## config.mk

```make
export PLATFORM = sky130hd
export DESIGN_NAME = windowed_rms_level_meter_flat
export DESIGN_NICKNAME = d
export VERILOG_FILES = /design/src/design/wrlm_pkg.sv /design/src/design/wrlm_channels.sv /design/src/design/wrlm_ctrl.sv /design/src/design/wrlm_dp.sv /design/src/design/windowed_rms_level_meter.sv /design/src/flat_wrapper.sv
export SDC_FILE = /design/constraint.sdc
export NUM_CORES = 2
export LEC_CHECK = 0
export ABC_AREA = 1
export CAP_MARGIN = 5
export CORE_UTILIZATION = 60
export CTS_CLUSTER_SIZE = 20
export DETAILED_ROUTE_END_ITERATION = 7
export DONT_BUFFER_PORTS = 1
export PLACE_DENSITY = 0.77
export SLEW_MARGIN = 20
export SYNTH_ARGS = -nofsm -noshare
export SYNTH_HDL_FRONTEND = slang
export SYNTH_SLANG_ARGS = --single-unit
```

## constraint.sdc

```tcl
create_clock -name i_clk -period 8.2 [get_ports i_clk]
set_clock_uncertainty 0.05 [all_clocks]
set_input_delay 0.41 -clock i_clk [delete_from_list [all_inputs] [get_ports i_clk]]
set_output_delay 0.41 -clock i_clk [all_outputs]
set_load 0.03 [all_outputs]
```

## src/design/wrlm_pkg.sv

```systemverilog
package wrlm_pkg;

    localparam int SAMPLE_W   = 10;
    localparam int WINDOW_W   = 16;
    localparam int REF_W      = 10;
    localparam int LEVEL_W    = 16;
    localparam int MS_W       = 16;
    localparam int RMS_W      = 16;
    localparam int CFG_IDX_W  = 4;
    localparam int CFG_DATA_W = 16;

    localparam logic [WINDOW_W-1:0] WINDOW_RESET = 16'd1000;
    localparam logic [REF_W-1:0]    REF_RESET    = 10'd220;

    typedef enum logic [CFG_IDX_W-1:0] {
        REG_WINDOW_LENGTH   = 4'd0,
        REG_REFERENCE_LEVEL = 4'd1
    } t_cfg_reg;

    typedef enum logic [3:0] {
        OP_NONE      = 4'd0,
        OP_LOAD      = 4'd1,
        OP_SCALE     = 4'd2,
        OP_SQUARE    = 4'd3,
        OP_ACCUM     = 4'd4,
        OP_DIV_INIT  = 4'd5,
        OP_DIV_STEP  = 4'd6,
        OP_ROOT_INIT = 4'd7,
        OP_ROOT_STEP = 4'd8,
        OP_LOG_INIT  = 4'd9,
        OP_LOG_MUL   = 4'd10,
        OP_LOG_STEP  = 4'd11,
        OP_DB_MUL    = 4'd12,
        OP_PUBLISH   = 4'd13
    } t_op;

    typedef struct packed {
        t_op  op;
        logic log_ref;
    } t_cmd;

    typedef struct packed {
        logic window_end;
        logic ms_zero;
        logic out_free;
    } t_status;

endpackage

```

## src/design/wrlm_channels.sv

```systemverilog
interface wrlm_sample_if;
    import wrlm_pkg::*;

    logic                valid;
    logic                ready;
    logic [SAMPLE_W-1:0] sample;

    modport source (output valid, output sample, input ready);
    modport sink   (input valid, input sample, output ready);
endinterface

interface wrlm_result_if;
    import wrlm_pkg::*;

    logic                      valid;
    logic                      ready;
    logic signed [LEVEL_W-1:0] level_db;
    logic [MS_W-1:0]           mean_square;
    logic [RMS_W-1:0]          rms_value;
    logic                      silent;

    modport source (output valid, output level_db, output mean_square, output rms_value,
                    output silent, input ready);
    modport sink   (input valid, input level_db, input mean_square, input rms_value,
                    input silent, output ready);
endinterface

interface wrlm_cfg_if;
    import wrlm_pkg::*;

    logic                  valid;
    logic                  ready;
    logic [CFG_IDX_W-1:0]  index;
    logic [CFG_DATA_W-1:0] data;

    modport source (output valid, output index, output data, input ready);
    modport sink   (input valid, input index, input data, output ready);
endinterface

```

## src/design/wrlm_ctrl.sv

```systemverilog
module wrlm_ctrl (
    input  logic              i_clk,
    input  logic              i_rst_n,
    input  logic              i_in_valid,
    output logic              o_in_ready,
    output wrlm_pkg::t_cmd    o_cmd,
    input  wrlm_pkg::t_status i_status
);
    import wrlm_pkg::*;

    localparam logic [4:0] DIV_LAST  = 5'd31;
    localparam logic [4:0] ROOT_LAST = 5'd15;
    localparam logic [4:0] LOG_LAST  = 5'd15;

    typedef enum logic [13:0] {
        S_IDLE      = 14'b00000000000001,
        S_SCALE     = 14'b00000000000010,
        S_SQUARE    = 14'b00000000000100,
        S_ACCUM     = 14'b00000000001000,
        S_DECIDE    = 14'b00000000010000,
        S_DIV_INIT  = 14'b00000000100000,
        S_DIV       = 14'b00000001000000,
        S_ROOT_INIT = 14'b00000010000000,
        S_ROOT      = 14'b00000100000000,
        S_LOG_INIT  = 14'b00001000000000,
        S_LOG_MUL   = 14'b00010000000000,
        S_LOG_STEP  = 14'b00100000000000,
        S_DB        = 14'b01000000000000,
        S_PUBLISH   = 14'b10000000000000
    } t_state;

    t_state     r_state, n_state;
    logic [4:0] r_step, n_step;
    logic       r_log_ref, n_log_ref;

    assign o_in_ready = (r_state == S_IDLE);

    always_comb begin
        n_state     = r_state;
        n_step      = r_step;
        n_log_ref   = r_log_ref;
        o_cmd.op      = OP_NONE;
        o_cmd.log_ref = r_log_ref;
        unique case (r_state)
            S_IDLE: begin
                if (i_in_valid) begin
                    o_cmd.op = OP_LOAD;
                    n_state  = S_SCALE;
                end
            end
            S_SCALE: begin
                o_cmd.op = OP_SCALE;
                n_state  = S_SQUARE;
            end
            S_SQUARE: begin
                o_cmd.op = OP_SQUARE;
                n_state  = S_ACCUM;
            end
            S_ACCUM: begin
                o_cmd.op = OP_ACCUM;
                n_state  = S_DECIDE;
            end
            S_DECIDE: begin
                n_state = i_status.window_end ? S_DIV_INIT : S_IDLE;
            end
            S_DIV_INIT: begin
                o_cmd.op  = OP_DIV_INIT;
                n_step    = '0;
                n_log_ref = 1'b0;
                n_state   = S_DIV;
            end
            S_DIV: begin
                o_cmd.op = OP_DIV_STEP;
                n_step   = r_step + 5'd1;
                if (r_step == DIV_LAST) begin
                    n_state = S_ROOT_INIT;
                end
            end
            S_ROOT_INIT: begin
                n_step = '0;
                if (i_status.ms_zero) begin
                    n_state = S_PUBLISH;
                end else begin
                    o_cmd.op = OP_ROOT_INIT;
                    n_state  = S_ROOT;
                end
            end
            S_ROOT: begin
                o_cmd.op = OP_ROOT_STEP;
                n_step   = r_step + 5'd1;
                if (r_step == ROOT_LAST) begin
                    n_step  = '0;
                    n_state = S_LOG_INIT;
                end
            end
            S_LOG_INIT: begin
                o_cmd.op = OP_LOG_INIT;
                n_step   = '0;
                n_state  = S_LOG_MUL;
            end
            S_LOG_MUL: begin
                o_cmd.op = OP_LOG_MUL;
                n_state  = S_LOG_STEP;
            end
            S_LOG_STEP: begin
                o_cmd.op = OP_LOG_STEP;
                n_step   = r_step + 5'd1;
                n_state  = S_LOG_MUL;
                if (r_step == LOG_LAST) begin
                    if (r_log_ref) begin
                        n_state = S_DB;
                    end else begin
                        n_log_ref = 1'b1;
                        n_state   = S_LOG_INIT;
                    end
                end
            end
            S_DB: begin
                o_cmd.op = OP_DB_MUL;
                n_state  = S_PUBLISH;
            end
            S_PUBLISH: begin
                if (i_status.out_free) begin
                    o_cmd.op = OP_PUBLISH;
                    n_state  = S_IDLE;
                end
            end
            default: begin
                n_state = S_IDLE;
            end
        endcase
    end

    always_ff @(posedge i_clk) begin
        if (!i_rst_n) begin
            r_state   <= S_IDLE;
            r_step    <= '0;
            r_log_ref <= 1'b0;
        end else begin
            r_state   <= n_state;
            r_step    <= n_step;
            r_log_ref <= n_log_ref;
        end
    end

endmodule

```

## src/design/wrlm_dp.sv

```systemverilog
module wrlm_dp (
    input  logic                                i_clk,
    input  logic                                i_rst_n,
    input  wrlm_pkg::t_cmd                      i_cmd,
    output wrlm_pkg::t_status                   o_status,
    input  logic [wrlm_pkg::SAMPLE_W-1:0]       i_sample,
    input  logic                                i_cfg_valid,
    input  logic [wrlm_pkg::CFG_IDX_W-1:0]      i_cfg_index,
    input  logic [wrlm_pkg::CFG_DATA_W-1:0]     i_cfg_data,
    input  logic                                i_out_ready,
    output logic                                o_out_valid,
    output logic signed [wrlm_pkg::LEVEL_W-1:0] o_level_db,
    output logic [wrlm_pkg::MS_W-1:0]           o_mean_square,
    output logic [wrlm_pkg::RMS_W-1:0]          o_rms_value,
    output logic                                o_silent
);
    import wrlm_pkg::*;

    localparam logic [8:0]         SCALE_MUL   = 9'd500;
    localparam logic [10:0]        SCALE_DIV   = 11'd1023;
    localparam logic [8:0]         MID_OFFSET  = 9'd250;
    localparam logic signed [26:0] DB_PER_LOG2 = 27'sd50504453;
    localparam logic signed [48:0] ROUND_BIAS  = 49'sd2147483648;
    localparam logic signed [15:0] LEVEL_FLOOR = 16'sh8000;

    function automatic logic [3:0] msb_index(input logic [15:0] x);
        logic [3:0] idx;
        idx = '0;
        for (int i = 0; i < 16; i++) begin
            if (x[i]) begin
                idx = 4'(i);
            end
        end
        return idx;
    endfunction

    logic [WINDOW_W-1:0] r_window;
    logic [REF_W-1:0]    r_ref;
    logic [SAMPLE_W-1:0] r_sample;
    logic [7:0]          r_ad;
    logic [15:0]         r_sq;
    logic [31:0]         r_sum;
    logic [15:0]         r_count;
    logic                r_hit;
    logic [31:0]         r_quo;
    logic [15:0]         r_divisor;
    logic [15:0]         r_rem;
    logic [15:0]         r_sq_src;
    logic [16:0]         r_sq_rem;
    logic [15:0]         r_root;
    logic [30:0]         r_m;
    logic [61:0]         r_prod;
    logic [15:0]         r_frac;
    logic [3:0]          r_log_n;
    logic [19:0]         r_l_ms;
    logic signed [48:0]  r_v;
    logic                r_out_valid;
    logic signed [15:0]  r_level;
    logic [15:0]         r_ms_out;
    logic [15:0]         r_rms_out;
    logic                r_silent;

    logic [18:0]        w_scaled;
    logic [8:0]         w_q0;
    logic [10:0]        w_rem0;
    logic [8:0]         w_q;
    logic [7:0]         w_ad;
    logic [15:0]        w_count_inc;
    logic [15:0]        w_count_next;
    logic [16:0]        w_div_acc;
    logic [16:0]        w_div_diff;
    logic               w_div_fit;
    logic [15:0]        w_ms;
    logic [18:0]        w_sq_acc;
    logic [18:0]        w_sq_trial;
    logic [18:0]        w_sq_diff;
    logic               w_sq_fit;
    logic [9:0]         w_ref_eff;
    logic [15:0]        w_log_x;
    logic [3:0]         w_log_n;
    logic [30:0]        w_log_m;
    logic [19:0]        w_l_ref;
    logic signed [21:0] w_d;
    logic signed [48:0] w_v;
    logic signed [48:0] w_rounded;

    // floor(x / 1023) as x / 1024 plus one correction: the remainder stays below 2 * 1023.
    assign w_scaled     = 19'(r_sample) * 19'(SCALE_MUL);
    assign w_q0         = w_scaled[18:10];
    assign w_rem0       = 11'(w_scaled[9:0]) + 11'(w_q0);
    assign w_q          = w_q0 + 9'(w_rem0 >= SCALE_DIV);
    assign w_ad         = (w_q >= MID_OFFSET) ? 8'(w_q - MID_OFFSET) : 8'(MID_OFFSET - w_q);

    assign w_count_inc  = r_count + 16'd1;
    assign w_count_next = (w_count_inc == '0) ? 16'd1 : w_count_inc;

    assign w_div_acc    = {r_rem, r_quo[31]};
    assign w_div_fit    = (w_div_acc >= {1'b0, r_divisor});
    assign w_div_diff   = w_div_acc - {1'b0, r_divisor};
    assign w_ms         = r_quo[15:0];

    assign w_sq_acc     = {r_sq_rem, r_sq_src[15:14]};
    assign w_sq_trial   = {1'b0, r_root, 2'b01};
    assign w_sq_fit     = (w_sq_acc >= w_sq_trial);
    assign w_sq_diff    = w_sq_acc - w_sq_trial;

    assign w_ref_eff    = (r_ref == '0) ? 10'd1 : r_ref;
    assign w_log_x      = i_cmd.log_ref ? 16'(w_ref_eff) : w_ms;
    assign w_log_n      = msb_index(w_log_x);
    assign w_log_m      = 31'(w_log_x) << (5'd30 - 5'(w_log_n));

    assign w_l_ref      = {r_log_n, r_frac};
    assign w_d          = $signed({2'b00, r_l_ms}) - $signed({1'b0, w_l_ref, 1'b0});
    assign w_v          = w_d * DB_PER_LOG2;
    assign w_rounded    = r_v + ROUND_BIAS;

    assign o_status.window_end = r_hit;
    assign o_status.ms_zero    = (w_ms == '0);
    assign o_status.out_free   = !r_out_valid || i_out_ready;

    always_ff @(posedge i_clk) begin
        if (!i_rst_n) begin
            r_window    <= WINDOW_RESET;
            r_ref       <= REF_RESET;
            r_sum       <= '0;
            r_count     <= '0;
            r_out_valid <= 1'b0;
        end else begin
            if (i_cfg_valid) begin
                unique case (t_cfg_reg'(i_cfg_index))
                    REG_WINDOW_LENGTH:   r_window <= i_cfg_data[WINDOW_W-1:0];
                    REG_REFERENCE_LEVEL: r_ref    <= i_cfg_data[REF_W-1:0];
                    default: ;
                endcase
            end
            if (i_cmd.op == OP_ACCUM) begin
                r_sum   <= r_sum + 32'(r_sq);
                r_count <= w_count_next;
            end else if (i_cmd.op == OP_DIV_INIT) begin
                r_sum   <= '0;
                r_count <= '0;
            end
            if (i_cmd.op == OP_PUBLISH) begin
                r_out_valid <= 1'b1;
            end else if (i_out_ready) begin
                r_out_valid <= 1'b0;
            end
        end
    end

    always_ff @(posedge i_clk) begin
        case (i_cmd.op)
            OP_LOAD: begin
                r_sample <= i_sample;
            end
            OP_SCALE: begin
                r_ad <= w_ad;
            end
            OP_SQUARE: begin
                r_sq <= 16'(r_ad) * 16'(r_ad);
            end
            OP_ACCUM: begin
                r_hit <= (w_count_next >= r_window);
            end
            OP_DIV_INIT: begin
                r_quo     <= r_sum;
                r_divisor <= r_count;
                r_rem     <= '0;
            end
            OP_DIV_STEP: begin
                r_quo <= {r_quo[30:0], w_div_fit};
                r_rem <= w_div_fit ? w_div_diff[15:0] : w_div_acc[15:0];
            end
            OP_ROOT_INIT: begin
                r_sq_src <= w_ms;
                r_sq_rem <= '0;
                r_root   <= '0;
            end
            OP_ROOT_STEP: begin
                r_sq_src <= {r_sq_src[13:0], 2'b00};
                r_sq_rem <= w_sq_fit ? w_sq_diff[16:0] : w_sq_acc[16:0];
                r_root   <= {r_root[14:0], w_sq_fit};
            end
            OP_LOG_INIT: begin
                if (i_cmd.log_ref) begin
                    r_l_ms <= {r_log_n, r_frac};
                end
                r_m     <= w_log_m;
                r_log_n <= w_log_n;
                r_frac  <= '0;
            end
            OP_LOG_MUL: begin
                r_prod <= 62'(r_m) * 62'(r_m);
            end
            OP_LOG_STEP: begin
                r_m    <= r_prod[61] ? r_prod[61:31] : r_prod[60:30];
                r_frac <= {r_frac[14:0], r_prod[61]};
            end
            OP_DB_MUL: begin
                r_v <= w_v;
            end
            OP_PUBLISH: begin
                if (w_ms == '0) begin
                    r_level   <= LEVEL_FLOOR;
                    r_ms_out  <= '0;
                    r_rms_out <= '0;
                    r_silent  <= 1'b1;
                end else begin
                    r_level   <= w_rounded[47:32];
                    r_ms_out  <= w_ms;
                    r_rms_out <= r_root;
                    r_silent  <= 1'b0;
                end
            end
            default: ;
        endcase
    end

    assign o_out_valid   = r_out_valid;
    assign o_level_db    = r_level;
    assign o_mean_square = r_ms_out;
    assign o_rms_value   = r_rms_out;
    assign o_silent      = r_silent;

endmodule

```

## src/design/windowed_rms_level_meter.sv

```systemverilog
// Windowed RMS level meter.
// Samples enter on i_sample, one 10-bit converter reading per beat. Each is rescaled
// about mid scale, squared and summed; once the window length is reached, one result
// beat leaves on o_result with the mean square, its square root (8 fraction bits) and
// the level against the reference in 1/256 dB. A zero mean square gives the floor level
// with the silent flag set.
// Registers are written on i_cfg (index 0: window length, index 1: reference level);
// the user must write them only while no sample is in flight: the block itself does
// not enforce it. i_cfg.ready is always high. A sample that closes no window keeps
// i_sample.ready low through the scale, square, accumulate and decide steps after the
// beat is taken; no new beat is taken before then. A sample that closes a window keeps
// it low on through a 32-step restoring divide, a 16-step square root, two logarithms
// of 16 squaring steps each on the squarer they share, a scaling multiply and the
// publish step. A silent window skips the root, the logarithms and the scaling multiply.
// The result sits in an output register, so sampling carries on while the receiver
// stalls; a second result waits until the first beat has been taken. Synchronous reset
// restores the default registers and clears the sum, the count and any pending result.
module windowed_rms_level_meter (
    input  logic         i_clk,
    input  logic         i_rst_n,
    wrlm_sample_if.sink  i_sample,
    wrlm_cfg_if.sink     i_cfg,
    wrlm_result_if.source o_result
);
    import wrlm_pkg::*;

    t_cmd    w_cmd;
    t_status w_status;
    logic    w_in_ready;

    assign i_sample.ready = w_in_ready;
    assign i_cfg.ready    = 1'b1;

    wrlm_ctrl u_ctrl (
        .i_clk      (i_clk),
        .i_rst_n    (i_rst_n),
        .i_in_valid (i_sample.valid),
        .o_in_ready (w_in_ready),
        .o_cmd      (w_cmd),
        .i_status   (w_status)
    );

    wrlm_dp u_dp (
        .i_clk         (i_clk),
        .i_rst_n       (i_rst_n),
        .i_cmd         (w_cmd),
        .o_status      (w_status),
        .i_sample      (i_sample.sample),
        .i_cfg_valid   (i_cfg.valid),
        .i_cfg_index   (i_cfg.index),
        .i_cfg_data    (i_cfg.data),
        .i_out_ready   (o_result.ready),
        .o_out_valid   (o_result.valid),
        .o_level_db    (o_result.level_db),
        .o_mean_square (o_result.mean_square),
        .o_rms_value   (o_result.rms_value),
        .o_silent      (o_result.silent)
    );

endmodule

```

## src/flat_wrapper.sv

```systemverilog
// flat-port wrapper written by rule: the top's interface ports become plain ports
module windowed_rms_level_meter_flat import wrlm_pkg::*;
  (i_clk, i_rst_n, i_sample_valid, i_sample_sample, i_sample_ready, i_cfg_valid, i_cfg_index, i_cfg_data, i_cfg_ready, o_result_valid, o_result_level_db, o_result_mean_square, o_result_rms_value, o_result_silent, o_result_ready);
  wrlm_sample_if i_sample_i ();
  wrlm_cfg_if i_cfg_i ();
  wrlm_result_if o_result_i ();
  input  logic i_clk;
  input  logic i_rst_n;
  input wire logic [$bits(i_sample_i.valid)-1:0] i_sample_valid;
  input wire logic [$bits(i_sample_i.sample)-1:0] i_sample_sample;
  output wire logic [$bits(i_sample_i.ready)-1:0] i_sample_ready;
  input wire logic [$bits(i_cfg_i.valid)-1:0] i_cfg_valid;
  input wire logic [$bits(i_cfg_i.index)-1:0] i_cfg_index;
  input wire logic [$bits(i_cfg_i.data)-1:0] i_cfg_data;
  output wire logic [$bits(i_cfg_i.ready)-1:0] i_cfg_ready;
  output wire logic [$bits(o_result_i.valid)-1:0] o_result_valid;
  output wire logic [$bits(o_result_i.level_db)-1:0] o_result_level_db;
  output wire logic [$bits(o_result_i.mean_square)-1:0] o_result_mean_square;
  output wire logic [$bits(o_result_i.rms_value)-1:0] o_result_rms_value;
  output wire logic [$bits(o_result_i.silent)-1:0] o_result_silent;
  input wire logic [$bits(o_result_i.ready)-1:0] o_result_ready;
  assign i_sample_i.valid = i_sample_valid;
  assign i_sample_i.sample = i_sample_sample;
  assign i_sample_ready = i_sample_i.ready;
  assign i_cfg_i.valid = i_cfg_valid;
  assign i_cfg_i.index = i_cfg_index;
  assign i_cfg_i.data = i_cfg_data;
  assign i_cfg_ready = i_cfg_i.ready;
  assign o_result_valid = o_result_i.valid;
  assign o_result_level_db = o_result_i.level_db;
  assign o_result_mean_square = o_result_i.mean_square;
  assign o_result_rms_value = o_result_i.rms_value;
  assign o_result_silent = o_result_i.silent;
  assign o_result_i.ready = o_result_ready;
  windowed_rms_level_meter u_core (.i_clk(i_clk), .i_rst_n(i_rst_n), .i_sample(i_sample_i), .i_cfg(i_cfg_i), .o_result(o_result_i));
endmodule
```

[After elaboration in Yosys (flattened, before gate mapping)]
Index checks and enable logic that the tools add are counted.
Operators by class
  add/sub/neg operators: 12
  multipliers: 4
  $lt $le $gt $ge: 5
  equality and inequality tests: 35
  shift operators: 1
  multiplexer cells: 53
  reductions and logical operators: 20
Operator list (number)
  $pmux W14 S14: 1
  $pmux W16 S2: 4
  $mux W16: 5
  $mux W14: 5
  $mux W32: 2
  $pmux W32 S2: 1
  $mul A31 B31 Y62: 1
  $pmux W31 S2: 1
  $mux W4: 15
  $pmux W4 S13: 1
  $add A48 B33 Y48 const B: 1
  $mul A22 B27 Y48 const B: 1
  $pmux W17 S2: 1
  $add A32 B16 Y32: 1
  $logic_not A16 Y1: 2
  $mux W31: 1
  $shl A16 B5 Y31: 1
  $mux W13: 2
  $eq A4 B4 Y1 const B: 6
  $sub A20 B21 Y22: 1
  $ge A19 B18 Y1: 1
  $ge A17 B16 Y1: 1
  $mul A10 B7 Y17 const B: 1
  $mux W17: 1
  other kinds (51): 73
Storage, ports and cells
  register bits after elaboration: 473
  input bits: 35
  output and inout bits: 52
  word-level logic and storage cells: 158

[Logic depth before layout (Yosys ltp)]
  depth in word-level cells: 21
  depth in mapped cells: 46
  mapped depth without buffers: 46

[Cells and area by module]
A second synthesis with hierarchy kept.
Unflattened totals
  cell total of the unflattened synthesis: 6963
  area, all modules: 59938.7 um^2
Modules (own cells, without submodules)
  wrlm_dp: times used 1, cells an instance 6746, area an instance 58605.0 um^2, sequential area each 10990.5 um^2
  wrlm_ctrl: times used 1, cells an instance 215, area an instance 1322.5 um^2, sequential area each 400.4 um^2
  windowed_rms_level_meter: times used 1, cells an instance 2, area an instance 11.3 um^2, sequential area each 0.0 um^2

[Worst setup path before layout]
Ideal clock, no wire load.
  path kind: register to register
  start point: register u_core.u_dp.r_frac[2]
  end point: register u_core.u_dp.r_v[44] (data pin)
  library setup time: 0.262 ns
  data arrival time: 7.184 ns
  required time: 7.888 ns
  path slack: 0.704 ns
  stages on the path, launching flop included: 44
  path buffers: 0
  clock period less this slack: 7.496 ns
  path through: edfxtp_1 inv_1 ha_1 nand3_1 nand2_1 a21oi_1 o21bai_1 nand2_1 nand2_1 a21oi_1 o21bai_1 nand2_1 nand2_1 nand2_1 nand2_1 nand2_1 nand2_1 nand2_1 [... 8 more ...] fa_1 fa_1 inv_1 fa_1 fa_1 ha_1 nand2_1 nor2_1 inv_1 nor3_1 nand3_1 nand2_1 a21oi_1 o31ai_1 nand3_1 nand2_1 a21oi_1 xor2_1
On the way
  longest elaborated chain between the ends: 2
Ends and longest elaborated chain
  from (decl): line wrlm_dp.sv:53  | logic [15:0] r_frac;
  from (signal assigned): line wrlm_dp.sv:197  | r_frac <= {r_frac[14:0], r_prod[61]};
  $sub A20 B21 Y22: line wrlm_dp.sv:113  | assign w_d = $signed({2'b00, r_l_ms}) - $signed({1'b0, w_l_ref, 1'b0});
  $mul A22 B27 Y48: line wrlm_dp.sv:114  | assign w_v = w_d * DB_PER_LOG2;
  named net u_core.u_dp.w_v[44]: line wrlm_dp.sv:84  | logic signed [48:0] w_v;
  to (signal assigned): line wrlm_dp.sv:200  | r_v <= w_v;
  to (decl): line wrlm_dp.sv:56  | logic signed [48:0] r_v;
The timed path passes the listed nets, and every way through them passes these cells.
A chain may end at the register's enable or synchronous reset.

[Final worst setup path]
  start point: register u_core.u_dp.r_m[22]
  end point: register u_core.u_dp.r_prod[57] (data pin)
On the way
  longest elaborated chain between the ends: 1
Ends and longest elaborated chain
  from (decl): line wrlm_dp.sv:51  | logic [30:0] r_m;
  from (signal assigned): line wrlm_dp.sv:188  | r_m <= w_log_m;
  from (signal assigned): line wrlm_dp.sv:196  | r_m <= r_prod[61] ? r_prod[61:31] : r_prod[60:30];
  $mul A31 B31 Y62: line wrlm_dp.sv:193  | r_prod <= 62'(r_m) * 62'(r_m);
  to (signal assigned): line wrlm_dp.sv:193
  to (decl): line wrlm_dp.sv:52  | logic [61:0] r_prod;
Every way passes these cells.

==> flow_metrics.env <==
export IMPL_initial_core_util_pct=60.6
export IMPL_cts_max_level=2
export IMPL_grt_pass1_vias=46048
export IMPL_die_x_um=317
export IMPL_mappedNetlistArea_mm2=0.0597
export IMPL_whs_ns=0.0394
export IMPL_yosys_area_top_type_share_pct=31.0
export IMPL_layout_drive_gt1_share_pct=4.97
export IMPL_tightest_slew_ns=1.10
export IMPL_yosysWarningCount=0
export IMPL_synthFlopType="edfxtp_1"
export IMPL_final_cell_area_mm2=0.0642
export IMPL_slew_viol_final=0
export IMPL_grt_antenna_before_repair=0
export IMPL_wl_per_cell_um=16.8
export IMPL_setup_slack_ns=0.256
export IMPL_coreArea_mm2=0.0986
export IMPL_period_share_pct=96.9
export IMPL_synth_area_leaders="fa_1 (31%), edfxtp_1 (16%), ha_1 (14%), inv_1 (12%), nand2_1 (7.3%)"
export IMPL_syn_inst=6910
export IMPL_slew_headroom_pct=26.6
export IMPL_critPathCaptureType="register"
export IMPL_synthTopCellsByCount="inv_1 (1869), nand2_1 (1162), fa_1 (926), ha_1 (673), a21oi_1 (374)"
export IMPL_synthArstFlopShare_pct=0
export IMPL_dieArea_mm2=0.101
export IMPL_r2r_end="u_core.u_dp.r_prod[57]"
export IMPL_cap_violations=0
export IMPL_clockRootBuffer="clkbuf_16"
export IMPL_tritoncts="yes"
export IMPL_fin_crit_ns=7.94
export IMPL_grt_start_max_net_pins=52
export IMPL_synth_edff_count=316
export IMPL_yosysUniqueCellTypes=62
export IMPL_endpoint="u_core.u_dp.r_prod[57]"
export IMPL_vias=44727
export IMPL_ys_ff_latch=411
export IMPL_grt_pass1_wl_um=230000
export IMPL_yosysMostFrequentCell="inv_1"
export IMPL_status="finished clean"
export IMPL_syn_area_per_cell_um2=8.64
export IMPL_placed_area_mm2=0.0616
export IMPL_worstSetupPathType="register to register"
export IMPL_synth_top_area_cell="fa_1"
export IMPL_arrival_ns=8.24
export IMPL_ant_nets=0
export IMPL_routed_wl_um=140000
export IMPL_hold_violations=0
export IMPL_utilization_pct=65.1
export IMPL_dp_slack_ns=0.0772
export IMPL_dp_hpwl_um=115000
export IMPL_die_h_um=317
export IMPL_max_freq_mhz=126
export IMPL_insertion_delay_ns=0.60
export IMPL_io_pin_count=87
export IMPL_critical_path_startpoint="u_core.u_dp.r_m[22]"
export IMPL_yosysSeqAreaShare_pct=19.1
export IMPL_drc=0
export IMPL_crit_required_ns=8.49
export IMPL_cp_max_fo=16
export IMPL_finalNetCount=8597
export IMPL_rr_worst_depth=22
export IMPL_port_buffers=0
export IMPL_drt_iter0_markers=3346
export IMPL_synth_nets=8544
export IMPL_place_congestion=0.973
export IMPL_diodes=0
export IMPL_viasPerCell=5.40
export IMPL_reg2reg_slack_ns=0.26
export IMPL_placementRows=115
export IMPL_first_pass_iters=8
export IMPL_setup_violations=0
export IMPL_cts_sinks=411
export IMPL_cts_made_buffers=45
export IMPL_min_path_type="input port to register"
export IMPL_cts_buffer_depth=3
export IMPL_fillers=7937
export IMPL_track_usage_pct=28.2
export IMPL_r2r_start="u_core.u_dp.r_m[22]"
export IMPL_area_delta_synth_final_pct=7.45
export IMPL_gr_total_overflow=0
export IMPL_clk_pin_slew_ns=0.07
export IMPL_cp_start_kind="register"
## sequential cells by signal, indices dropped and copies added (netlist names), 17 cells and up
name,cells
u_core.u_dp.r_m,31
u_core.u_dp.r_prod,32
u_core.u_dp.r_l_ms,20
u_core.u_dp.r_sq_rem,17
u_core.u_dp.r_quo,32
u_core.u_dp.r_sum,32
u_core.u_dp.r_v,17
## worst min path at each step
stage,from,endpoint,slack [ns],depth (start not counted)
3_3_place_gp,u_core.u_dp.r_frac[9],u_core.u_dp.r_l_ms[9],0.38,0
5_1_grt,i_rst_n,u_core.u_ctrl.r_state[0],0.03,2
4_1_cts,i_rst_n,u_core.u_ctrl.r_state[0],0.01,2
3_5_place_dp,u_core.u_dp.r_frac[11],u_core.u_dp.r_l_ms[11],0.38,0
2_1_floorplan,u_core.u_dp.r_ad[0],u_core.u_dp.r_sq[0],0.37,0
6_report,i_rst_n,u_core.u_ctrl.r_step[0],0.04,2
## cells by family after synthesis
| logic type | Yosys count | synth area share [%] |
|---|---|---|
| mux | 9 | 0.151 |
| buf+inv | 2074 | 13.1 |
| fa+ha+maj | 1599 | 45.1 |
| simple gates | 1876 | 12.9 |
| xor+xnor | 177 | 2.66 |
| other cells | 1 | 0.00628 |
| flops | 411 | 19.1 |
| compound gates | 763 | 7.05 |
## per-stage QoR
stage	cells	TNS, ns
after floorplan	6910	0
after global placement	8129	0
after detailed placement	8129	0
after CTS	8239	0
after global routing	8285	-0.408
final	8285	0
## routing by layer
metal | part of all wire, % | global-route usage (%)
met5 | 0 | 0
met4 | 3.1 | 8.73
met3 | 5.9 | 3.18
met2 | 49 | 48.3
met1 | 42 | 37.7
## critical path, stage by stage, from the launching register on
cell,delay [ns]
edfxtp_1,0.99
buf_4,0.29
nand2_1,0.10
fa_1,0.51
inv_1,0.05
fa_1,0.53
inv_1,0.05
fa_1,0.49
fa_1,0.57
fa_1,0.47
fa_1,0.51
inv_1,0.05
fa_1,0.43
ha_1,0.31
ha_1,0.39
nand2_1,0.16
nor2_1,0.21
inv_1,0.14
nor4_1,0.47
o21ai_0,0.28
nand3_1,0.30
a31oi_1,0.18
xnor2_1,0.15
## cell usage in the layout (no fill, tap or decap), drive strengths merged, types with 3 or more instances in the layout
cell	count
inv	1882
nand2	1170
fa	926
ha	673
a21oi	378
nor2	356
edfxtp	316
o21ai	239
nand3	209
buf	172
xor2	123
dfxtp	95
nor3	58
xnor2	54
clkbuf	51
nand4	30
dlygate4sd3	27
a31oi	26
or2	26
o211ai	24
o21a	20
clkinv	18
nor4	17
a21o	13
a211oi	13
o21bai	11
bufinv	10
mux2i	9
o31ai	8
a221oi	5
a21boi	5
o221ai	4
and3	3
o22ai	3
nand3b	3
a2111oi	3
## repair_timing
| action | 4_1_cts | 5_1_grt |
|---|---|---|
| endpoints found under the setup margin | 0 | 25 |
| buffers inserted | 0 | 45 |
| resized for setup | 0 | 27 |
| endpoints found under the hold margin | 59 | 0 |
| hold buffers | 28 | 0 |
## cell type report
type	instances	area [um2]	area share [%]
clock inverter	31	464	0.723
sequential	411	11400	17.8
multi-input combinational	4425	40700	63.4
clock buffer	51	1190	1.86
inverter	1881	7060	11.0
timing repair buffer	199	1740	2.72
tap	1287	1610	2.51
Power is left out: the tool's default activity adds up to more than one toggle a clock period on the data nets, which glitch-free logic cannot reach.
